$ cat src/design/pavr_pkg.sv
// ----------------------------------------------------------------------------
// pavr_pkg
// shared types, constants and helpers of the principal-axis vertex rotation
// ----------------------------------------------------------------------------
package pavr_pkg;

   // fixed formats
   localparam int TRIG_BITS       = 18;
   localparam int ANGLE_FRAC_BITS = 6;
   localparam int TRIG_FRAC       = TRIG_BITS - 2;

   localparam int COORD_W   = 32;
   localparam int ANGLE_W   = 16;
   localparam int MASK_W    = 3;
   localparam int AXIS_W    = 2;
   localparam int CSR_IDX_W = 2;

   // register indexes
   localparam logic [CSR_IDX_W-1:0] CSR_ANGLE = CSR_IDX_W'(0);
   localparam logic [CSR_IDX_W-1:0] CSR_MASK  = CSR_IDX_W'(1);

   typedef enum logic [AXIS_W-1:0] {
      AXIS_NONE = 2'd0,
      AXIS_X    = 2'd1,
      AXIS_Y    = 2'd2,
      AXIS_Z    = 2'd3
   } axis_type;

   // angle reduction
   localparam int FULL_TURN    = 360 << ANGLE_FRAC_BITS;
   localparam int QUARTER_TURN = 90 << ANGLE_FRAC_BITS;
   localparam int EIGHTH_TURN  = 45 << ANGLE_FRAC_BITS;
   localparam int ANG_W = ((ANGLE_W > $clog2(FULL_TURN)) ? ANGLE_W : $clog2(FULL_TURN)) + 2;
   localparam logic signed [ANG_W-1:0] FULL_ANG    = ANG_W'(FULL_TURN);
   localparam logic signed [ANG_W-1:0] QUARTER_ANG = ANG_W'(QUARTER_TURN);
   localparam logic signed [ANG_W-1:0] EIGHTH_ANG  = ANG_W'(EIGHTH_TURN);

   // Q30 series evaluation
   localparam int Q_FRAC  = 30;
   localparam int Q_W     = Q_FRAC + 1;
   localparam int DEG_W   = 25;
   localparam logic [DEG_W-1:0] DEG_TO_RAD = 25'd18740330;
   localparam logic [Q_W-1:0]   Q_ONE      = Q_W'(1) << Q_FRAC;
   localparam int DIV_W     = 8;
   localparam int STEP_W    = 3;
   localparam int SIN_TERMS = 5;
   localparam int COS_TERMS = 6;
   localparam int RECIP_SH  = 31;

   // rotation datapath
   localparam int PROD_W = COORD_W + TRIG_BITS;
   localparam int SUM_W  = PROD_W + 1;
   localparam int SH_W   = SUM_W - TRIG_FRAC;

   typedef struct packed {
      logic                        busy;
      logic signed [TRIG_BITS-1:0] sine;
      logic signed [TRIG_BITS-1:0] cosine;
   } trig_status_type;

   typedef enum logic [3:0] {
      TRIG_IDLE,
      TRIG_WRAP,
      TRIG_QUAD,
      TRIG_RAD,
      TRIG_SQUARE,
      TRIG_HMUL,
      TRIG_HDIV,
      TRIG_HFIX,
      TRIG_SMUL,
      TRIG_DONE
   } trig_state_type;

   // divisors of the horner chains, sine chain first
   function automatic logic [DIV_W-1:0] horner_div(input logic cos_chain,
                                                   input logic [STEP_W-1:0] step);
      logic [DIV_W-1:0] d;
      d = DIV_W'(1);
      if (!cos_chain) begin
         case (step)
            3'd0: d = 8'd110;
            3'd1: d = 8'd72;
            3'd2: d = 8'd42;
            3'd3: d = 8'd20;
            3'd4: d = 8'd6;
            default: d = 8'd6;
         endcase
      end else begin
         case (step)
            3'd0: d = 8'd132;
            3'd1: d = 8'd90;
            3'd2: d = 8'd56;
            3'd3: d = 8'd30;
            3'd4: d = 8'd12;
            3'd5: d = 8'd2;
            default: d = 8'd2;
         endcase
      end
      return d;
   endfunction

   // floor(2^31 / divisor) for the same steps
   function automatic logic [Q_W-1:0] horner_recip(input logic cos_chain,
                                                   input logic [STEP_W-1:0] step);
      logic [Q_W-1:0] r;
      r = 31'd1073741824;
      if (!cos_chain) begin
         case (step)
            3'd0: r = 31'd19522578;
            3'd1: r = 31'd29826161;
            3'd2: r = 31'd51130563;
            3'd3: r = 31'd107374182;
            3'd4: r = 31'd357913941;
            default: r = 31'd357913941;
         endcase
      end else begin
         case (step)
            3'd0: r = 31'd16268815;
            3'd1: r = 31'd23860929;
            3'd2: r = 31'd38347922;
            3'd3: r = 31'd71582788;
            3'd4: r = 31'd178956970;
            3'd5: r = 31'd1073741824;
            default: r = 31'd1073741824;
         endcase
      end
      return r;
   endfunction

endpackage

$ cat src/design/pavr_trig.sv
// ----------------------------------------------------------------------------
// pavr_trig
// sequential sine/cosine of the configured angle, one shared multiplier for
// the series terms and their reciprocal divisions
// ----------------------------------------------------------------------------
module pavr_trig (
   input  logic                                clock,
   input  logic                                reset,
   input  logic                                start,
   input  logic signed [pavr_pkg::ANGLE_W-1:0] angle,
   output pavr_pkg::trig_status_type           status
);
   import pavr_pkg::*;

   localparam int RAD_PW = ANG_W - 1 + DEG_W;
   localparam int RND    = 1 << (Q_FRAC - 1 - TRIG_FRAC);
   localparam int ONE_T  = 1 << TRIG_FRAC;

   trig_state_type state_ff, state_in;

   logic signed [ANG_W-1:0]     ang_ff, ang_in;
   logic [1:0]                  quad_ff, quad_in;
   logic                        swap_ff, swap_in;
   logic [Q_W-1:0]              x_ff, x_in;
   logic [Q_W-1:0]              x2_ff, x2_in;
   logic [Q_W-1:0]              t_ff, t_in;
   logic [Q_W-1:0]              sq_ff, sq_in;
   logic [Q_W-1:0]              quo_ff, quo_in;
   logic [Q_W-1:0]              qe_ff, qe_in;
   logic [STEP_W-1:0]           step_ff, step_in;
   logic                        chain_ff, chain_in;
   logic signed [TRIG_BITS-1:0] sine_ff, sine_in;
   logic signed [TRIG_BITS-1:0] cos_ff, cos_in;

   logic [RAD_PW-1:0]  rad_prod;
   logic [Q_W-1:0]     mul_a;
   logic [Q_W-1:0]     mul_b;
   logic [2*Q_W-1:0]   mul_prod;
   logic [DIV_W-1:0]   divisor;
   logic [Q_W-1:0]     recip;
   logic [Q_W-1:0]     quo_rem;
   logic [Q_W-1:0]     quo_fix;
   logic               last_step;
   logic [Q_W-1:0]     s_q30;
   logic [Q_W-1:0]     c_q30;
   logic signed [TRIG_BITS-1:0] s_mag;
   logic signed [TRIG_BITS-1:0] c_mag;

   function automatic logic [TRIG_FRAC:0] q30_round(input logic [Q_W-1:0] v);
      logic [Q_W:0] r;
      r = ({1'b0, v} + (Q_W + 1)'(RND)) >> (Q_FRAC - TRIG_FRAC);
      if (r > (Q_W + 1)'(ONE_T)) begin
         r = (Q_W + 1)'(ONE_T);
      end
      return r[TRIG_FRAC:0];
   endfunction

   assign rad_prod = RAD_PW'(ang_ff[ANG_W-2:0]) * RAD_PW'(DEG_TO_RAD);

   // one multiplier shared by the squaring, horner, reciprocal and sine steps
   always_comb begin
      case (state_ff)
         TRIG_SQUARE: begin
            mul_a = x_ff;
            mul_b = x_ff;
         end
         TRIG_SMUL: begin
            mul_a = x_ff;
            mul_b = t_ff;
         end
         TRIG_HDIV: begin
            mul_a = quo_ff;
            mul_b = recip;
         end
         default: begin
            mul_a = x2_ff;
            mul_b = t_ff;
         end
      endcase
   end

   assign mul_prod  = (2 * Q_W)'(mul_a) * (2 * Q_W)'(mul_b);
   assign divisor   = horner_div(chain_ff, step_ff);
   assign recip     = horner_recip(chain_ff, step_ff);
   // the reciprocal estimate is low by at most one
   assign quo_rem   = quo_ff - Q_W'(qe_ff * Q_W'(divisor));
   assign quo_fix   = (quo_rem >= Q_W'(divisor)) ? qe_ff + Q_W'(1) : qe_ff;
   assign last_step = chain_ff ? (step_ff == STEP_W'(COS_TERMS - 1))
                               : (step_ff == STEP_W'(SIN_TERMS - 1));

   // past 45 degrees the chains ran on the complement, so sine and cosine swap
   assign s_q30 = swap_ff ? t_ff : sq_ff;
   assign c_q30 = swap_ff ? sq_ff : t_ff;
   assign s_mag = signed'({1'b0, q30_round(s_q30)});
   assign c_mag = signed'({1'b0, q30_round(c_q30)});

   always_ff @(posedge clock) begin
      if (reset) begin
         state_ff <= TRIG_IDLE;
         sine_ff  <= '0;
         cos_ff   <= TRIG_BITS'(ONE_T);
      end else begin
         state_ff <= state_in;
         sine_ff  <= sine_in;
         cos_ff   <= cos_in;
      end
   end

   always_ff @(posedge clock) begin
      ang_ff   <= ang_in;
      quad_ff  <= quad_in;
      swap_ff  <= swap_in;
      x_ff     <= x_in;
      x2_ff    <= x2_in;
      t_ff     <= t_in;
      sq_ff    <= sq_in;
      quo_ff   <= quo_in;
      qe_ff    <= qe_in;
      step_ff  <= step_in;
      chain_ff <= chain_in;
   end

   always_comb begin
      state_in = state_ff;
      ang_in   = ang_ff;
      quad_in  = quad_ff;
      swap_in  = swap_ff;
      x_in     = x_ff;
      x2_in    = x2_ff;
      t_in     = t_ff;
      sq_in    = sq_ff;
      quo_in   = quo_ff;
      qe_in    = qe_ff;
      step_in  = step_ff;
      chain_in = chain_ff;
      sine_in  = sine_ff;
      cos_in   = cos_ff;
      case (state_ff)
         TRIG_IDLE: begin
         end
         TRIG_WRAP: begin
            if (ang_ff < 0) begin
               ang_in = ang_ff + FULL_ANG;
            end else if (ang_ff >= FULL_ANG) begin
               ang_in = ang_ff - FULL_ANG;
            end else begin
               quad_in  = 2'd0;
               state_in = TRIG_QUAD;
            end
         end
         TRIG_QUAD: begin
            if (ang_ff >= QUARTER_ANG) begin
               ang_in  = ang_ff - QUARTER_ANG;
               quad_in = quad_ff + 2'd1;
            end else begin
               if (ang_ff > EIGHTH_ANG) begin
                  ang_in  = QUARTER_ANG - ang_ff;
                  swap_in = 1'b1;
               end else begin
                  swap_in = 1'b0;
               end
               state_in = TRIG_RAD;
            end
         end
         TRIG_RAD: begin
            x_in     = rad_prod[ANGLE_FRAC_BITS +: Q_W];
            state_in = TRIG_SQUARE;
         end
         TRIG_SQUARE: begin
            x2_in    = mul_prod[Q_FRAC +: Q_W];
            t_in     = Q_ONE;
            step_in  = '0;
            chain_in = 1'b0;
            state_in = TRIG_HMUL;
         end
         TRIG_HMUL: begin
            quo_in   = mul_prod[Q_FRAC +: Q_W];
            state_in = TRIG_HDIV;
         end
         TRIG_HDIV: begin
            qe_in    = mul_prod[RECIP_SH +: Q_W];
            state_in = TRIG_HFIX;
         end
         TRIG_HFIX: begin
            t_in    = Q_ONE - quo_fix;
            step_in = step_ff + STEP_W'(1);
            if (!last_step) begin
               state_in = TRIG_HMUL;
            end else if (chain_ff) begin
               state_in = TRIG_DONE;
            end else begin
               state_in = TRIG_SMUL;
            end
         end
         TRIG_SMUL: begin
            sq_in    = mul_prod[Q_FRAC +: Q_W];
            t_in     = Q_ONE;
            step_in  = '0;
            chain_in = 1'b1;
            state_in = TRIG_HMUL;
         end
         TRIG_DONE: begin
            case (quad_ff)
               2'd0: begin
                  sine_in = s_mag;
                  cos_in  = c_mag;
               end
               2'd1: begin
                  sine_in = c_mag;
                  cos_in  = -s_mag;
               end
               2'd2: begin
                  sine_in = -s_mag;
                  cos_in  = -c_mag;
               end
               default: begin
                  sine_in = -c_mag;
                  cos_in  = s_mag;
               end
            endcase
            state_in = TRIG_IDLE;
         end
         default: begin
            state_in = TRIG_IDLE;
         end
      endcase
      if (start) begin
         ang_in   = ANG_W'(angle);
         state_in = TRIG_WRAP;
      end
   end

   assign status.busy   = (state_ff != TRIG_IDLE);
   assign status.sine   = sine_ff;
   assign status.cosine = cos_ff;

endmodule

$ cat config.mk
export PLATFORM = sky130hd
export DESIGN_NAME = pavr_trig
export DESIGN_NICKNAME = d
export VERILOG_FILES = /design/src/design/pavr_pkg.sv /design/src/design/pavr_trig.sv
export SDC_FILE = /design/constraint.sdc
export NUM_CORES = 2
export LEC_CHECK = 0
export BUFFER_PORTS_ARGS = -buffer_cell sky130_fd_sc_hd__buf_2
export CORE_MARGIN = 3
export CORE_UTILIZATION = 50
export CTS_CLUSTER_DIAMETER = 80
export CTS_CLUSTER_SIZE = 28
export DETAILED_ROUTE_END_ITERATION = 8
export PLACE_DENSITY_LB_ADDON = 0.2
export SLEW_MARGIN = 5
export SYNTH_ARGS = -nofsm -noshare
export SYNTH_HDL_FRONTEND = slang
export SYNTH_SLANG_ARGS = --single-unit
$ cat constraint.sdc
create_clock -name clock -period 14.3 [get_ports clock]
set_input_delay 0 -clock clock [delete_from_list [all_inputs] [get_ports clock]]
set_output_delay 0 -clock clock [all_outputs]
set_load 0.02 [all_outputs]
# Yosys cells after proc, flatten, opt, wreduce, memory -nomap -nowiden
# Index checks and enable logic that the tools add are counted.
word_totals:
  out_inout_bits: 37
  word_cells: 118
  ram_bits: 0
  in_bits: 19
  latch_bits: 0
  memories: 0
  mem_bits_ro: 0
  register_bits: 251
op_classes:
  n_lt_le_gt_ge: 7
  multipliers: 3
  div: 0
  bitwise: 2
  n_reduce_logical: 15
  n_shift: 0
  mux: 37
  n_addsub: 13
  n_eq_ne: 26
op_table:
  columns: ["op", "n"]
  rows:
  - ["$pmux W31 S2", 3]
  - ["$pmux W31 S5", 1]
  - ["$mux W31", 4]
  - ["$pmux W29 S4", 1]
  - ["$pmux W18 S3", 2]
  - ["$mux W18", 5]
  - ["$add A31 B14 Y32 const B", 2]
  - ["$mul A31 B31 Y62", 1]
  - ["$pmux W8 S5", 1]
  - ["$gt A18 B17 Y1 const B", 2]
  - ["$mul A17 B24 Y36 const B", 1]
  - ["$neg A17 Y18", 2]
  - ["$pmux W18 S2", 1]
  - ["$mux W17", 2]
  - ["$pmux W4 S8", 1]
  - ["$add A31 B1 Y31 const B", 1]
  - ["$ge A31 B8 Y1", 1]
  - ["$mul A31 B8 Y31", 1]
  - ["$sub A31 B31 Y31", 1]
  - ["$sub A31 B31 Y31 const A", 1]
  - ["$pmux W7 S4", 1]
  - ["$add A18 B16 Y18 const B", 1]
  - ["$ge A18 B14 Y1 const B", 1]
  - ["$ge A18 B16 Y1 const B", 1]
  - ["other kinds (37)", 65]

# Depth between registers and ports, before layout
depth:
  ltp_word: 9
  ltp_mapped: 44
  depth_no_buf: 42

# Worst setup path before layout
# Ideal clock, no wire load.
synth_path:
  path_type: "reg2reg"
  startpoint: "register state_ff[2]"
  endpoint: "register qe_ff[30] (data pin)"
  setup_slack_ns: 3.439
  arrival_time_ns: 10.596
  stages_incl_launch_ff: 41
  path_buffers: 6
  synth_period_minus_slack_ns: 10.861
  t_required_ns: 14.035
  setup_ns: 0.265
  path_cell_list: "dfxtp_1 > clkbuf_1 > or3b_2 > clkbuf_1 > clkbuf_1 > nor2_1 > clkbuf_1 > buf_1 > nand2_1 > and2_1 > clkbuf_1 > nor2_1 > fa_1 > fa_1 > fa_1 > inv_1 > fa_1 > inv_1 > (+5 left out) > inv_1 > fa_1 > inv_1 > ha_1 > a21oi_1 > o21ai_0 > a221o_1 > a2111oi_0 > o21ai_0 > a21oi_1 > a41oi_1 > a211oi_1 > o21ai_1 > o31ai_1 > a31oi_1 > and2_1 > a311oi_1 > xnor2_1"
synth_via:
  elab_chain_len: 4
  word_cells_on_any_way: 7
  cone_classes: "mul: 1; eq/ne: 3; mux: 2; reduce/logical: 1"
synth_lines:
  columns: ["item", "line_no", "source"]
  rows:
  - ["start, declared", "pavr_trig.sv:19", "trig_state_type state_ff, state_in;"]
  - ["start signal, assigned", "pavr_trig.sv:103", "state_ff <= state_in;"]
  - ["$eq A4 B4 Y1 / $eq A4 B3 Y1 (equally long branches)", "pavr_trig.sv:62", "case (state_ff)"]
  - ["$reduce_or A2 Y1 (no source line)", null, null]
  - ["$pmux W31 S2", "pavr_trig.sv:62", null]
  - ["$mul A31 B31 Y62 *", "pavr_trig.sv:82", "assign mul_prod = (2 * Q_W)'(mul_a) * (2 * Q_W)'(mul_b);"]
  - ["named net mul_prod[61]", "pavr_trig.sv:38", "logic [2*Q_W-1:0] mul_prod;"]
  - ["end signal, assigned", "pavr_trig.sv:118", "qe_ff <= qe_in;"]
  - ["end, declared", "pavr_trig.sv:29", "logic [Q_W-1:0] qe_ff, qe_in;"]
# The timed path passes the listed nets; every way through them passes the cells marked *.
# A chain may end at the register's enable or synchronous reset.

# Worst setup path after layout
layout_path:
  startpoint: "register state_ff[1]"
  endpoint: "register quo_ff[30] (data pin)"
layout_via:
  elab_chain_len: 4
  word_cells_on_any_way: 7
  cone_classes: "mul: 1; eq/ne: 3; mux: 2; reduce/logical: 1"
layout_lines:
  columns: ["item", "line_no", "source"]
  rows:
  - ["$eq A4 B4 Y1 / $eq A4 B3 Y1 (equally long branches)", "pavr_trig.sv:62", null]
  - ["$reduce_or A2 Y1 (no source line)", null, null]
  - ["$pmux W31 S2", "pavr_trig.sv:62", null]
  - ["$mul A31 B31 Y62 *", "pavr_trig.sv:82", null]
  - ["named net mul_prod[60]", "pavr_trig.sv:38", null]
  - ["end signal, assigned", "pavr_trig.sv:117", "quo_ff <= quo_in;"]
  - ["end, declared", "pavr_trig.sv:28", "logic [Q_W-1:0] quo_ff, quo_in;"]
# Marks and branches as above.

==> impl_metrics.csv <==
group,metric,value,unit
logic_synthesis,yosys.area_share.simple,0.162,
layout,nets,8111,
floorplanning,dieArea,121000,um2
worst_setup_path,setup.worst_path.start_class,"flop",
run,maxCapViolations,0,
place,dp_hpwl,157000,um
sta,maxSlewViolCount,0,
global_routing,first_global_vias,47831,
drt,num_vias,46322,
logic_synthesis,ys_ff_latch,238,
worst_setup_path,cpMostUsedCell,"fa_1",
place,post_dp_cell_area,60400,um2
clocking,cts.sinks,238,
layout,syn2layout_area_growth,4.67,%
global_routing,antenna_found_initial,8,
layout,layout-drive-gt1-share,0.0439,
logic_synthesis,synth_cell_types,100,
worst_setup_path,slowest_stage,"a2111oi_0",
drt,first_pass_iters,8,
worst_setup_path,required,14.67,ns
layout,design_area,61300,um2
logic_synthesis,syn-mean-instance-area,8.88,um2
pwr,p_per_area,219,nW/um2
pwr,power_frac_seq,0.121,
drt,wl_per_cell,24.4,um
worst_setup_path,crit_path_end_kind,"flop",
sta,slew_headroom,0.100,
floorplanning,core.rowCount,124,
clocking,path_clk_slew,0.10,ns
floorplanning,die_y,348,um
sta,hold_viol,0,
floorplanning,die_x,348,um
clocking,cts_root_buf,"clkbuf_16",
global_routing,grt_first_pass_wirelength,299000,um
pwr,netSwitchingFraction,0.524,
sta,fin_skew,0.0353,ns
logic_synthesis,yosysSeqAreaShare,0.115,
logic_synthesis,synthCells,6594,
logic_synthesis,syn_area,58500,um2
logic_synthesis,syn-num-nets,8244,
floorplanning,core_area,115000,um2
place,gp_congestion,0.967,
worst_setup_path,max_stage_delay,1.15,ns
layout,finalNonFillerCells,7990,
global_routing,grt.total_usage,0.327,
pwr,max-vdd-ir-drop,0.981,mV
status,status,"finished clean",
drt,route.detailed.drc,0,
sta,worstMarginPinSlew,1.32,ns
pwr,internal_power,6.39,mW
layout,final_cell_mix,"inv_1 (1,291), fa_1 (1,127), nand2_1 (924)",
layout,fill_cells,10725,
sta,setup_ws,1.34,ns
logic_synthesis,synth_top_family_by_area,"adder cells",
global_routing,grt_max_degree,57,
logic_synthesis,synth_top_flop_cell,"edfxtp_1",
clocking,cts_tree,"yes",
worst_hold_path,hold_path.class,"in -> reg",
logic_synthesis,yosys_warnings,0,
floorplanning,pin_count,56,
clocking,cts_buffer_depth,3,
pwr,p_clk_frac,0.045,
sta,rsz0062_at_grt,"no",
logic_synthesis,async_reset_ff_frac,0,
logic_synthesis,synth.area.mux_share,0.0131,
place,dp_slack,1.73,ns
logic_synthesis,synth_fa_ha_area_frac,0.493,
worst_setup_path,worstPathMaxFanout,43,
worst_setup_path,crit_arrival,13.33,ns
drt,drtIter0Drc,4207,
place,dpl.cell_count,7935,
clocking,postCtsSetupBuffers,0,
clocking,worstSkewPairLatency,0.58,ns
drt,wirelength,195000,um
clocking,h-tree-depth,1,
clocking,cts_buffers,18,
drt,via_per_inst,5.80,
sta,setup_tns,0,ns
global_routing,gr-total-overflow,0,
logic_synthesis,synth-xor-area-share,0.0305,
logic_synthesis,synth_compound_area_frac,0.0812,
pwr,power_frac_comb,0.834,
sta,finalSetupViolCount,0,
place,numPortBuffers,55,
layout,layout_commonest_cell,"inv_1",
pwr,p_switching,7.03,mW
drt,drt.antenna.violating_nets,0,
sta,finalCritPeriodShare,0.907,
floorplanning,initial_core_util,0.508,
worst_setup_path,path_class,"reg -> reg",
pwr,p_leak,29.2,nW
sta,fin_crit,12.96,ns
logic_synthesis,synth_edf_count,198,
sta,fmax,0.0771,GHz
[cells by family after synthesis]
group                      after synthesis
and+or+nand+nor                       2115
AOI/OAI and AO/OA                      711
adders and majority gates             1631
xor gates and xnor gates               199
buffers and inverters                 1628
DFF                                    238
muxes                                   72
[layer usage]
| layer | GRT usage | up-vias | share of wire |
|---|---|---|---|
| met5 | 0 | - | 0.00023 |
| met1 | 0.453 | 23488 | 0.41 |
| met2 | 0.500 | 2141 | 0.43 |
| met3 | 0.0702 | 422 | 0.10 |
| li1 | - | 20265 | - |
| met4 | 0.140 | 6 | 0.054 |
[final timing paths]
path	start	end	slack, ns	depth (start not counted)
min reg2reg	sine_ff[11]	sine_ff[11]	0.46	2
max reg2reg	state_ff[1]	quo_ff[30]	1.34	34
max	state_ff[1]	quo_ff[30]	1.34	34
min	angle[3]	ang_ff[3]	0.24	4
[through the flow]
step | total power [mW] | hold WS [ns] | utilization
floorplan | 9.66 | 0.190 | -
global placement | 12.4 | 0.278 | 0.524
detailed placement | 12.6 | 0.282 | 0.524
CTS | 13.3 | 0.207 | 0.531
global route | 14.9 | 0.249 | 0.531
finish | 13.4 | 0.238 | 0.531
[registers in the layout, summed over array words and instances, names as in the netlist]
| signal | cells |
|---|---|
| t_ff | 31 |
| sq_ff | 18 |
| qe_ff | 31 |
| swap_ff | 1 |
| chain_ff | 1 |
| cos_ff | 18 |
| quad_ff | 2 |
| ang_ff | 18 |
| quo_ff | 31 |
| x_ff | 31 |
| step_ff | 3 |
| sine_ff | 18 |
| state_ff | 4 |
| x2_ff | 31 |
[power groups by stage]
stage,Sequential (mW),Clock [mW],Combinational (mW)
after global placement,1.64,0,10.8
after global routing,1.62,0.636,12.7
after CTS,1.62,0.613,11.1
after floorplan,1.55,0,8.11
after detailed placement,1.64,0,10.9
final,1.63,0.603,11.2
[worst max-delay path, delay by kind of cell (launching register included)]
kind	cells	cell delay (ns)
flops	1	0.82
simple gates	5	1.40
xor+xnor	1	0.20
buf+inv	6	1.61
compound gates	13	4.35
fa+ha+maj	9	4.33
[layout make-up]
type	instances	area, um2	area share
multi-input combinational	4728	45800	0.748
sequential	238	6750	0.110
inverter	1297	4870	0.0795
tap	1512	1890	0.0309
timing repair buffer	178	1240	0.0203
clock buffer	21	504	0.00823
clock inverter	10	185	0.00302
antenna	6	15.0	0.000245
[timing repair]
| action | CTS | global route |
|---|---|---|
| hold endpoints to repair | 31 | 0 |
| resized for setup | 0 | 0 |
| hold buffers | 18 | 0 |
[Yosys cell counts (40+ instances only)]
master | number | area, um2
inv_1 | 1292 | 4850
fa_1 | 1127 | 22600
nand2_1 | 924 | 3470
nor2_1 | 558 | 2090
ha_1 | 504 | 6310
clkbuf_1 | 303 | 1140
edfxtp_1 | 198 | 5950
and2_1 | 195 | 1220
a21oi_1 | 178 | 891
xnor2_1 | 143 | 1250
o21ai_0 | 134 | 671
nor3_1 | 87 | 435
nand3_1 | 74 | 370
nor2b_1 | 56 | 350
mux2i_1 | 54 | 541
xor2_1 | 53 | 464
o21a_1 | 43 | 323
dfxtp_1 | 40 | 801
No activity file was read; power rests on OpenSTA's default activity.
